--- config.mk ---
export PLATFORM = sky130hd
export DESIGN_NAME = preemptive_priority_scheduler
export DESIGN_NICKNAME = d
export VERILOG_FILES = /design/src/rtl/core/ppsch_pkg.sv /design/src/rtl/core/preemptive_priority_scheduler.sv /design/src/rtl/core/ppsch_cell.sv
export VERILOG_INCLUDE_DIRS = /design/src /design/src/rtl/core
export SDC_FILE = /design/constraint.sdc
export NUM_CORES = 2
export LEC_CHECK = 0
export ABC_CLOCK_PERIOD_IN_PS = 15620
export BUFFER_PORTS_ARGS = -buffer_cell sky130_fd_sc_hd__buf_4
export CAP_MARGIN = 30
export CORE_MARGIN = 2
export CORE_UTILIZATION = 35
export DETAILED_ROUTE_END_ITERATION = 8
export PLACE_DENSITY_LB_ADDON = 0.05
export SLEW_MARGIN = 20
export SYNTH_ARGS = -nofsm -noshare
export SYNTH_HDL_FRONTEND = slang
export SYNTH_SLANG_ARGS = --single-unit
--- constraint.sdc ---
create_clock -name i_clk -period 15.62 [get_ports i_clk]
set_clock_uncertainty 0.15 [all_clocks]
set_input_delay 1.562 -clock i_clk [delete_from_list [all_inputs] [get_ports i_clk]]
set_output_delay 1.562 -clock i_clk [all_outputs]
set_load 0.01 [all_outputs]
--- src/rtl/core/preemptive_priority_scheduler_assert.svh ---
// Assertion macros used by the scheduler RTL.
// Define ASSERT_OFF to compile the checks away.
`ifndef PREEMPTIVE_PRIORITY_SCHEDULER_ASSERT_SVH
`define PREEMPTIVE_PRIORITY_SCHEDULER_ASSERT_SVH

`ifndef ASSERT_OFF
// Property must hold at every clock edge outside reset.
`define PPSCH_ASSERT(lbl, clk, rst_n, prop) \
    lbl: assert property (@(posedge clk) disable iff (!rst_n) prop) \
        else $error("scheduler assertion failed");
// Condition must never be true outside reset.
`define PPSCH_NEVER(lbl, clk, rst_n, cond) \
    lbl: assert property (@(posedge clk) disable iff (!rst_n) !(cond)) \
        else $error("scheduler forbidden condition seen");
`else
`define PPSCH_ASSERT(lbl, clk, rst_n, prop)
`define PPSCH_NEVER(lbl, clk, rst_n, cond)
`endif

`endif

--- src/rtl/core/ppsch_pkg.sv ---
package ppsch_pkg;

    // Default number of ready queue entries.
    localparam int Q_DEPTH_DEFAULT = 16;

    // Event codes.
    localparam logic OP_ARRIVE   = 1'b0;
    localparam logic OP_COMPLETE = 1'b1;

    // Controller states.
    typedef enum logic [1:0] {
        S_IDLE,
        S_SEARCH,
        S_COMMIT
    } t_state;

    // Input transaction.
    typedef struct packed {
        logic        opcode;
        logic [31:0] now;
        logic [15:0] new_id;
        logic [31:0] new_arrival;
        logic [15:0] new_total;
        logic [7:0]  new_priority;
    } t_in;

    // Result transaction.
    typedef struct packed {
        logic        running_valid;
        logic [15:0] running_id;
        logic [31:0] running_arrival;
        logic [15:0] running_total;
        logic [31:0] running_start;
        logic [31:0] running_end;
        logic [15:0] running_remaining;
        logic [7:0]  running_priority;
        logic [4:0]  queue_count;
        logic        overflow;
    } t_out;

    // One process record as held in a queue cell.
    typedef struct packed {
        logic [15:0] id;
        logic [31:0] arrival;
        logic [15:0] total;
        logic [15:0] remaining;
        logic [7:0]  prio;
    } t_entry;

    // Minimum search token passed from cell to cell.
    typedef struct packed {
        logic   found;
        t_entry entry;
    } t_tok;

    // Queue update command broadcast to all cells.
    typedef struct packed {
        logic push;
        logic shift;
    } t_qcmd;

endpackage

--- src/rtl/core/preemptive_priority_scheduler.sv ---
// Preemptive priority scheduler. Each input transaction is one event (an
// arrival or a completion) and yields one result transaction: the running
// record after the event, the ready queue fill and a drop flag. The ready
// queue is a row of QUEUE_DEPTH cells; a search token crosses the row one
// cell per clock to find the first entry of lowest priority value. An
// arrival's result is registered at the edge that accepts it. A completion
// enters the search state while the token travels the cell row, then the
// commit state, where its result is registered once the result register
// is free. The next event is accepted once the block is back in its idle
// state and the result register is empty or being emptied, so a result
// left waiting adds its wait to the next acceptance. No reset sweep is
// needed: queue entries are only read below the fill count.
module preemptive_priority_scheduler
    import ppsch_pkg::*;
#(
    parameter int QUEUE_DEPTH = Q_DEPTH_DEFAULT
) (
    input  logic i_clk,
    input  logic i_rst_n,
    input  logic i_in_valid,
    output logic o_in_ready,
    input  t_in  i_in,
    output logic o_out_valid,
    input  logic i_out_ready,
    output t_out o_out
);

    `include "preemptive_priority_scheduler_assert.svh"

    localparam int IW = $clog2(QUEUE_DEPTH);
    localparam int CW = $clog2(QUEUE_DEPTH + 1);
    localparam logic [CW-1:0] L_FULL  = CW'(QUEUE_DEPTH);
    localparam logic [CW-1:0] L_WLAST = CW'(QUEUE_DEPTH - 1);

    t_state        r_state;
    t_state        n_state;
    logic [CW-1:0] r_wait;
    logic [CW-1:0] n_wait;
    logic [31:0]   r_now;
    logic [31:0]   n_now;
    logic          r_cur_valid;
    logic          n_cur_valid;
    t_entry        r_cur;
    t_entry        n_cur;
    logic [31:0]   r_cur_start;
    logic [31:0]   n_cur_start;
    logic [31:0]   r_cur_end;
    logic [31:0]   n_cur_end;
    logic [CW-1:0] r_count;
    logic [CW-1:0] n_count;
    logic          r_out_valid;
    logic          n_out_valid;
    t_out          r_out;
    t_out          n_out;

    logic          w_slot_free;
    logic          w_accept;
    logic          w_commit;
    logic          w_ovf;
    logic [31:0]   w_elapsed;
    logic [15:0]   w_rem;
    t_entry        w_new;
    t_entry        w_push_entry;
    t_qcmd         w_cmd;

    t_tok          w_tok     [QUEUE_DEPTH+1];
    logic [IW-1:0] w_tok_idx [QUEUE_DEPTH+1];
    t_entry        w_ent     [QUEUE_DEPTH];

    // Handshake qualifiers.
    assign w_slot_free = !r_out_valid || i_out_ready;
    assign o_in_ready  = (r_state == S_IDLE) && w_slot_free;
    assign w_accept    = i_in_valid && o_in_ready;
    assign w_commit    = (r_state == S_COMMIT) && w_slot_free;

    // Cell row with the search token chained through it.
    assign w_tok[0]     = '0;
    assign w_tok_idx[0] = '0;

    for (genvar g = 0; g < QUEUE_DEPTH; g++) begin : g_cell
        t_entry w_next;
        if (g < QUEUE_DEPTH - 1) begin : g_mid
            assign w_next = w_ent[g+1];
        end else begin : g_last
            assign w_next = w_ent[g];
        end
        ppsch_cell #(
            .DEPTH (QUEUE_DEPTH),
            .IDX   (g)
        ) u_cell (
            .i_clk        (i_clk),
            .i_rst_n      (i_rst_n),
            .i_cmd        (w_cmd),
            .i_count      (r_count),
            .i_sel_idx    (w_tok_idx[QUEUE_DEPTH]),
            .i_push_entry (w_push_entry),
            .i_next_entry (w_next),
            .o_entry      (w_ent[g]),
            .i_tok        (w_tok[g]),
            .i_tok_idx    (w_tok_idx[g]),
            .o_tok        (w_tok[g+1]),
            .o_tok_idx    (w_tok_idx[g+1])
        );
    end

    // Next state.
    always_comb begin
        n_state = r_state;
        case (r_state)
            S_IDLE: begin
                if (w_accept && (i_in.opcode == OP_COMPLETE)) begin
                    n_state = S_SEARCH;
                end
            end
            S_SEARCH: begin
                if (r_wait == L_WLAST) begin
                    n_state = S_COMMIT;
                end
            end
            S_COMMIT: begin
                if (w_slot_free) begin
                    n_state = S_IDLE;
                end
            end
            default: begin
                n_state = S_IDLE;
            end
        endcase
    end

    // Preempted process: elapsed time taken off its remaining time, saturating at zero.
    assign w_elapsed = i_in.now - r_cur_start;
    assign w_rem     = (w_elapsed >= {16'd0, r_cur.remaining}) ? 16'd0 :
                       (r_cur.remaining - w_elapsed[15:0]);

    assign w_new.id        = i_in.new_id;
    assign w_new.arrival   = i_in.new_arrival;
    assign w_new.total     = i_in.new_total;
    assign w_new.remaining = i_in.new_total;
    assign w_new.prio      = i_in.new_priority;

    // Event processing, queue commands and the result.
    always_comb begin
        n_wait       = r_wait;
        n_now        = r_now;
        n_cur_valid  = r_cur_valid;
        n_cur        = r_cur;
        n_cur_start  = r_cur_start;
        n_cur_end    = r_cur_end;
        n_count      = r_count;
        n_out_valid  = r_out_valid && !i_out_ready;
        w_cmd        = '0;
        w_ovf        = 1'b0;
        w_push_entry = w_new;

        case (r_state)
            S_IDLE: begin
                n_wait = '0;
                n_now  = i_in.now;
                if (w_accept && (i_in.opcode == OP_ARRIVE)) begin
                    if (!r_cur_valid) begin
                        n_cur_valid = 1'b1;
                        n_cur       = w_new;
                        n_cur_start = i_in.now;
                        n_cur_end   = i_in.now + {16'd0, i_in.new_total};
                    end else if (r_count == L_FULL) begin
                        w_ovf = 1'b1;
                    end else if (i_in.new_priority >= r_cur.prio) begin
                        w_cmd.push = 1'b1;
                        n_count    = r_count + 1'b1;
                    end else begin
                        w_cmd.push             = 1'b1;
                        w_push_entry           = r_cur;
                        w_push_entry.remaining = w_rem;
                        n_count                = r_count + 1'b1;
                        n_cur                  = w_new;
                        n_cur_start            = i_in.now;
                        n_cur_end              = i_in.now + {16'd0, i_in.new_total};
                    end
                    n_out_valid = 1'b1;
                end
            end
            S_SEARCH: begin
                n_wait = r_wait + 1'b1;
            end
            S_COMMIT: begin
                if (w_slot_free) begin
                    if (w_tok[QUEUE_DEPTH].found) begin
                        w_cmd.shift = 1'b1;
                        n_count     = r_count - 1'b1;
                        n_cur_valid = 1'b1;
                        n_cur       = w_tok[QUEUE_DEPTH].entry;
                        n_cur_start = r_now;
                        n_cur_end   = r_now + {16'd0, w_tok[QUEUE_DEPTH].entry.remaining};
                    end else begin
                        n_cur_valid = 1'b0;
                        n_cur       = '0;
                        n_cur_start = '0;
                        n_cur_end   = '0;
                    end
                    n_out_valid = 1'b1;
                end
            end
            default: begin
                n_wait = '0;
            end
        endcase

        n_out.running_valid     = n_cur_valid;
        n_out.running_id        = n_cur.id;
        n_out.running_arrival   = n_cur.arrival;
        n_out.running_total     = n_cur.total;
        n_out.running_start     = n_cur_start;
        n_out.running_end       = n_cur_end;
        n_out.running_remaining = n_cur.remaining;
        n_out.running_priority  = n_cur.prio;
        n_out.queue_count       = 5'(n_count);
        n_out.overflow          = w_ovf;
    end

    // Control and running record registers.
    always_ff @(posedge i_clk) begin
        if (!i_rst_n) begin
            r_state     <= S_IDLE;
            r_wait      <= '0;
            r_cur_valid <= 1'b0;
            r_cur       <= '0;
            r_cur_start <= '0;
            r_cur_end   <= '0;
            r_count     <= '0;
            r_out_valid <= 1'b0;
        end else begin
            r_state     <= n_state;
            r_wait      <= n_wait;
            r_cur_valid <= n_cur_valid;
            r_cur       <= n_cur;
            r_cur_start <= n_cur_start;
            r_cur_end   <= n_cur_end;
            r_count     <= n_count;
            r_out_valid <= n_out_valid;
        end
    end

    // Payload registers.
    always_ff @(posedge i_clk) begin
        r_now <= n_now;
        if (w_accept || w_commit) begin
            r_out <= n_out;
        end
    end

    assign o_out_valid = r_out_valid;
    assign o_out       = r_out;

    // Checks.
    `PPSCH_NEVER(a_count_bound, i_clk, i_rst_n, r_count > L_FULL)
    `PPSCH_ASSERT(a_complete_searches, i_clk, i_rst_n,
        (w_accept && (i_in.opcode == OP_COMPLETE)) |=> (r_state == S_SEARCH))
    `PPSCH_ASSERT(a_overflow_full, i_clk, i_rst_n,
        (r_out_valid && r_out.overflow) |-> (r_count == L_FULL))
    `PPSCH_ASSERT(a_idle_null, i_clk, i_rst_n,
        (r_out_valid && !r_out.running_valid) |->
        ((r_out.running_id == 16'd0) && (r_out.running_priority == 8'd0)))
    `PPSCH_ASSERT(a_dispatch_pops, i_clk, i_rst_n,
        (w_commit && w_tok[QUEUE_DEPTH].found) |=>
        (r_count == $past(r_count) - 1'b1))

endmodule

--- src/rtl/core/ppsch_cell.sv ---
module ppsch_cell
    import ppsch_pkg::*;
#(
    parameter int DEPTH = Q_DEPTH_DEFAULT,
    parameter int IDX   = 0
) (
    input  logic                       i_clk,
    input  logic                       i_rst_n,
    input  t_qcmd                      i_cmd,
    input  logic [$clog2(DEPTH+1)-1:0] i_count,
    input  logic [$clog2(DEPTH)-1:0]   i_sel_idx,
    input  t_entry                     i_push_entry,
    input  t_entry                     i_next_entry,
    output t_entry                     o_entry,
    input  t_tok                       i_tok,
    input  logic [$clog2(DEPTH)-1:0]   i_tok_idx,
    output t_tok                       o_tok,
    output logic [$clog2(DEPTH)-1:0]   o_tok_idx
);

    localparam int IW = $clog2(DEPTH);
    localparam int CW = $clog2(DEPTH + 1);
    localparam logic [CW-1:0] L_POS = CW'(IDX);
    localparam logic [IW-1:0] L_IDX = IW'(IDX);

    t_entry          r_entry;
    t_tok            r_tok;
    t_tok            n_tok;
    logic [IW-1:0]   r_tok_idx;
    logic [IW-1:0]   n_tok_idx;
    logic            w_occupied;

    assign w_occupied = (L_POS < i_count);

    // Entry storage: a push lands at the tail, a removal pulls from the right neighbor.
    always_ff @(posedge i_clk) begin
        if (i_cmd.push && (L_POS == i_count)) begin
            r_entry <= i_push_entry;
        end else if (i_cmd.shift && (L_IDX >= i_sel_idx)) begin
            r_entry <= i_next_entry;
        end
    end

    // The token keeps the earliest entry of lowest priority value seen so far.
    always_comb begin
        n_tok     = i_tok;
        n_tok_idx = i_tok_idx;
        if (w_occupied && (!i_tok.found || (r_entry.prio < i_tok.entry.prio))) begin
            n_tok.found = 1'b1;
            n_tok.entry = r_entry;
            n_tok_idx   = L_IDX;
        end
    end

    always_ff @(posedge i_clk) begin
        if (!i_rst_n) begin
            r_tok.found <= 1'b0;
        end else begin
            r_tok.found <= n_tok.found;
        end
        r_tok.entry <= n_tok.entry;
        r_tok_idx   <= n_tok_idx;
    end

    assign o_entry   = r_entry;
    assign o_tok     = r_tok;
    assign o_tok_idx = r_tok_idx;

endmodule

==> results by group <==
Run status
  • Outcome: complete, but fails checks
  • Failing checks: slew limit

Worst setup path
  • CP max stage cell: a2111oi_0
  • Crit path from: i_in[73]
  • Setup crit end kind: register
  • Crit path largest cell delay: 510 ps
  • Crit path max-delay family: compound AO/OA/AOI/OAI gates
  • CP Class: primary input to register
  • CP cell instances: buf_4, ha_1, nor2b_1, o31a_1, o21ai_0, nand2_1, a21o_1, a21o_1, a221oi_1, xnor2_1, ha_1, a21oi_1, o21ai_0, a2111oi_0, a211o_1, o221ai_1, nor4_1, nand4_1, nor3_4, buf_4, a31oi_2, a21oi_1
  • Arr. time, crit path: 7380 ps
  • R2R Path Start: r_cur_start[1]
  • CP bufs+invs: 2
  • Critical Path RT: 16250 ps
  • Crit start category: primary input
  • Critical Path Fanout Max: 16

Drt
  • Via density per instance: 5.11
  • WL met3: 16500 µm
  • Drt wl/cell: 26.2 µm
  • Antenna Nets Post-Route: 0
  • DR top layer: met5
  • Via count of the routed design: 78500
  • Metal-1 WL: 189000 µm
  • Metal2 WL: 189000 µm
  • Initial DRC Count: 6303
  • 1st-pass router iterations: 9
  • DRT Wirelength: 402000 µm
  • DR DRC count: 0

Place
  • Buffers on Ports: 269
  • Place WS: 8050 ps
  • Detail Placement HPWL: 236000 µm
  • Final Wtd Congestion: 0.823

Synthesis
  • Mux cell area share after synthesis: 0.123
  • Simple logic cell fraction of the synthesized area: 0.0732
  • Compound-Gate Fraction of Synth Area: 0.0920
  • Ys flop type: dfxtp_1
  • Largest family of logic cells by synthesized area: multiplexers
  • Async set-reset flop share out of synthesis: 0
  • Synth unique cells: 80
  • Register area share after synthesis: 0.651
  • Adder-cell area share of the yosys netlist: 0.0222
  • Syn avg cell area: 12.3 µm²
  • Cell taking the most area after synthesis: edfxtp_1
  • Syn Nets: 10400
  • Syn Inst Count: 10100
  • Top cell type's share of synthesized area: 0.387
  • Post-synthesis register bit count: 3238
  • Ranking of synthesized cells by area: edfxtp_1 39%, dfxtp_1 26%, mux2_2 12%, o21ai_0 4.8%, nand2_1 3.8%
  • Xor and xnor area share after synthesis: 0.00579
  • Mapped cell area: 124000 µm²
  • Yosys Warn Count: 0
  • Post-synth EDFFs: 1599

Global routing
  • Total GRT Usage: 0.221
  • Largest net degree at the start of global routing: 145
  • Initial antenna violation count: 13
  • First-pass GRT wire length: 580000 µm
  • Overflow after GRT: 0
  • Vias in the first global route: 80000

Floorplan
  • Die height: 599 µm
  • DIE AREA: 359000 µm²
  • Die Wd: 599 µm
  • Starting Density: 0.352
  • Top Ports: 270
  • Site Rows: 218
  • CORE AREA: 353000 µm²

Clocking
  • Clock Root Buffer: clkbuf_16
  • CTS Hold Bufs: 0
  • CTS max path bufs: 4
  • CTS tree: done
  • Total CTS buffers: 367
  • Post-CTS sizing: 0
  • Clk pin slew, worst setup/hold paths: 60 ps
  • Post-CTS setup buffers: 0
  • H-tree levels: 5
  • Clock Sinks: 3238
  • Clk_lat worst skew: 950 ps

Cells and area
  • Most frequent cells in the layout: 1638 x dfxtp_1, 1599 x edfxtp_1, 1307 x mux2_2
  • Final net count: 10600
  • Most common cell after layout, fill and taps aside: dfxtp_1
  • Post-layout util: 0.410
  • Layout cells sized above 1: 0.232
  • Synth-to-Final Area Change: 16.6%

Power and ir drop
  • Switching Share: 0.224
  • Clock network power share: 0.466
  • Seq pwr share: 0.490
  • Internal cell power: 0.0145 W
  • Pwr/cell area: 129 nW/µm²
  • Worst IR drop on VDD: 0.0000919 V
  • Leakage: 58.0 nW
  • Combinational power share: 0.044
  • P_sw: 0.00416 W

STA
  • Post-route minimum period: 6750 ps
  • Final setup fails: 0
  • Slew @ Worst Pin: 1650 ps
  • Max Fclk: 148 MHz
  • Post-route setup slack: 8870 ps
  • Slew headroom: -0.102
  • Pins over their slew limit: 42
  • Fin Setup TNS: 0 ps
  • RSZ-0062 raised after global routing: false
  • Count of final hold-check violations: 0
  • Period Utilization, post-route: 0.432

Worst hold path
  • Hold WC Path Type: register to register
  • HP Start: g_cell[6].u_cell.o_tok_idx[0]

Run
  • Maxcap violations: 0
[synthesized netlist by cell type (all sizes together) (16+ instances only)]
| library cell | number |
|---|---|
| a21o | 94 |
| a21oi | 422 |
| a222oi | 105 |
| a31oi | 32 |
| and2 | 167 |
| and3 | 27 |
| buf | 48 |
| clkbuf | 599 |
| dfxtp | 1639 |
| edfxtp | 1599 |
| ha | 214 |
| inv | 409 |
| mux2 | 1307 |
| mux2i | 58 |
| nand2 | 1260 |
| nand2b | 55 |
| nand3 | 32 |
| nand4 | 22 |
| nor2 | 430 |
| nor2b | 47 |
| nor3 | 51 |
| o211ai | 16 |
| o21a | 17 |
| o21ai | 1202 |
| xnor2 | 43 |
| xor2 | 39 |
[cell families after synthesis]
| group | Yosys count |
|---|---|
| compound gates | 1995 |
| mux | 1365 |
| simple gates | 2136 |
| fa+ha+maj | 218 |
| xor+xnor | 82 |
| flops | 3238 |
| buf+inv | 1056 |
[cell type report]
class | instances | area [µm²]
Fill cell | 33200 | 208000
Clock inverter | 120 | 1120
Inverter | 409 | 1540
Tap cell | 4730 | 5920
Clock buffer | 562 | 10900
Antenna cell | 7 | 17.5
Multi-Input combinational cell | 5796 | 39900
Timing Repair Buffer | 510 | 4420
Sequential cell | 3238 | 80800
[power groups by stage]
stage / Clock (W) / Sequential, W / Combinational (W)
6_report: 0.00868 / 0.00912 / 0.000819
5_1_grt: 0.00922 / 0.00913 / 0.000890
4_1_cts: 0.00890 / 0.00912 / 0.000824
3_5_place_dp: 0 / 0.00930 / 0.000819
3_3_place_gp: 0 / 0.00930 / 0.000816
2_1_floorplan: 0 / 0.00930 / 0.000453
[layer usage]
metal,up-vias,global-route usage
met5,-,0
met1,40200,0.308
met2,1599,0.366
met3,462,0.0290
li1,36300,-
met4,4,0.0464
[through the flow]
step | hold slack (ps) | instances | instance area (µm²) | total power (W)
3_3_place_gp | 238 | 14600 | 132000 | 0.0101
5_1_grt | 266 | 15400 | 145000 | 0.0192
4_1_cts | 256 | 15400 | 144000 | 0.0188
2_1_floorplan | 236 | 10100 | 124000 | 0.00975
3_5_place_dp | 242 | 14700 | 132000 | 0.0101
6_report | 254 | 15400 | 145000 | 0.0186
[registers in the layout (all words and copies together), names as in the netlist]
| name | cells |
|---|---|
| r_cur_end | 32 |
| r_state | 2 |
| r_now | 32 |
| r_cur | 88 |
| o_out_valid | 1 |
| g_cell.u_cell.o_tok_idx | 49 |
| r_wait | 5 |
| g_cell.u_cell.o_tok | 1424 |
| g_cell.u_cell.o_entry | 1408 |
| r_cur_valid | 1 |
| r_count | 5 |
| o_out | 159 |
| r_cur_start | 32 |
[final timing paths]
| check | endpoint | slack, ps | cells past startpoint |
|---|---|---|---|
| min | g_cell[7].u_cell.o_tok_idx[0] | 250 | 1 |
| max | g_cell[14].u_cell.o_entry[8] | 8870 | 22 |
| max reg2reg | g_cell[14].u_cell.o_entry[8] | 9250 | 22 |
| min reg2reg | g_cell[7].u_cell.o_tok_idx[0] | 250 | 1 |
Note: power is estimated with default switching activity, not from simulation.
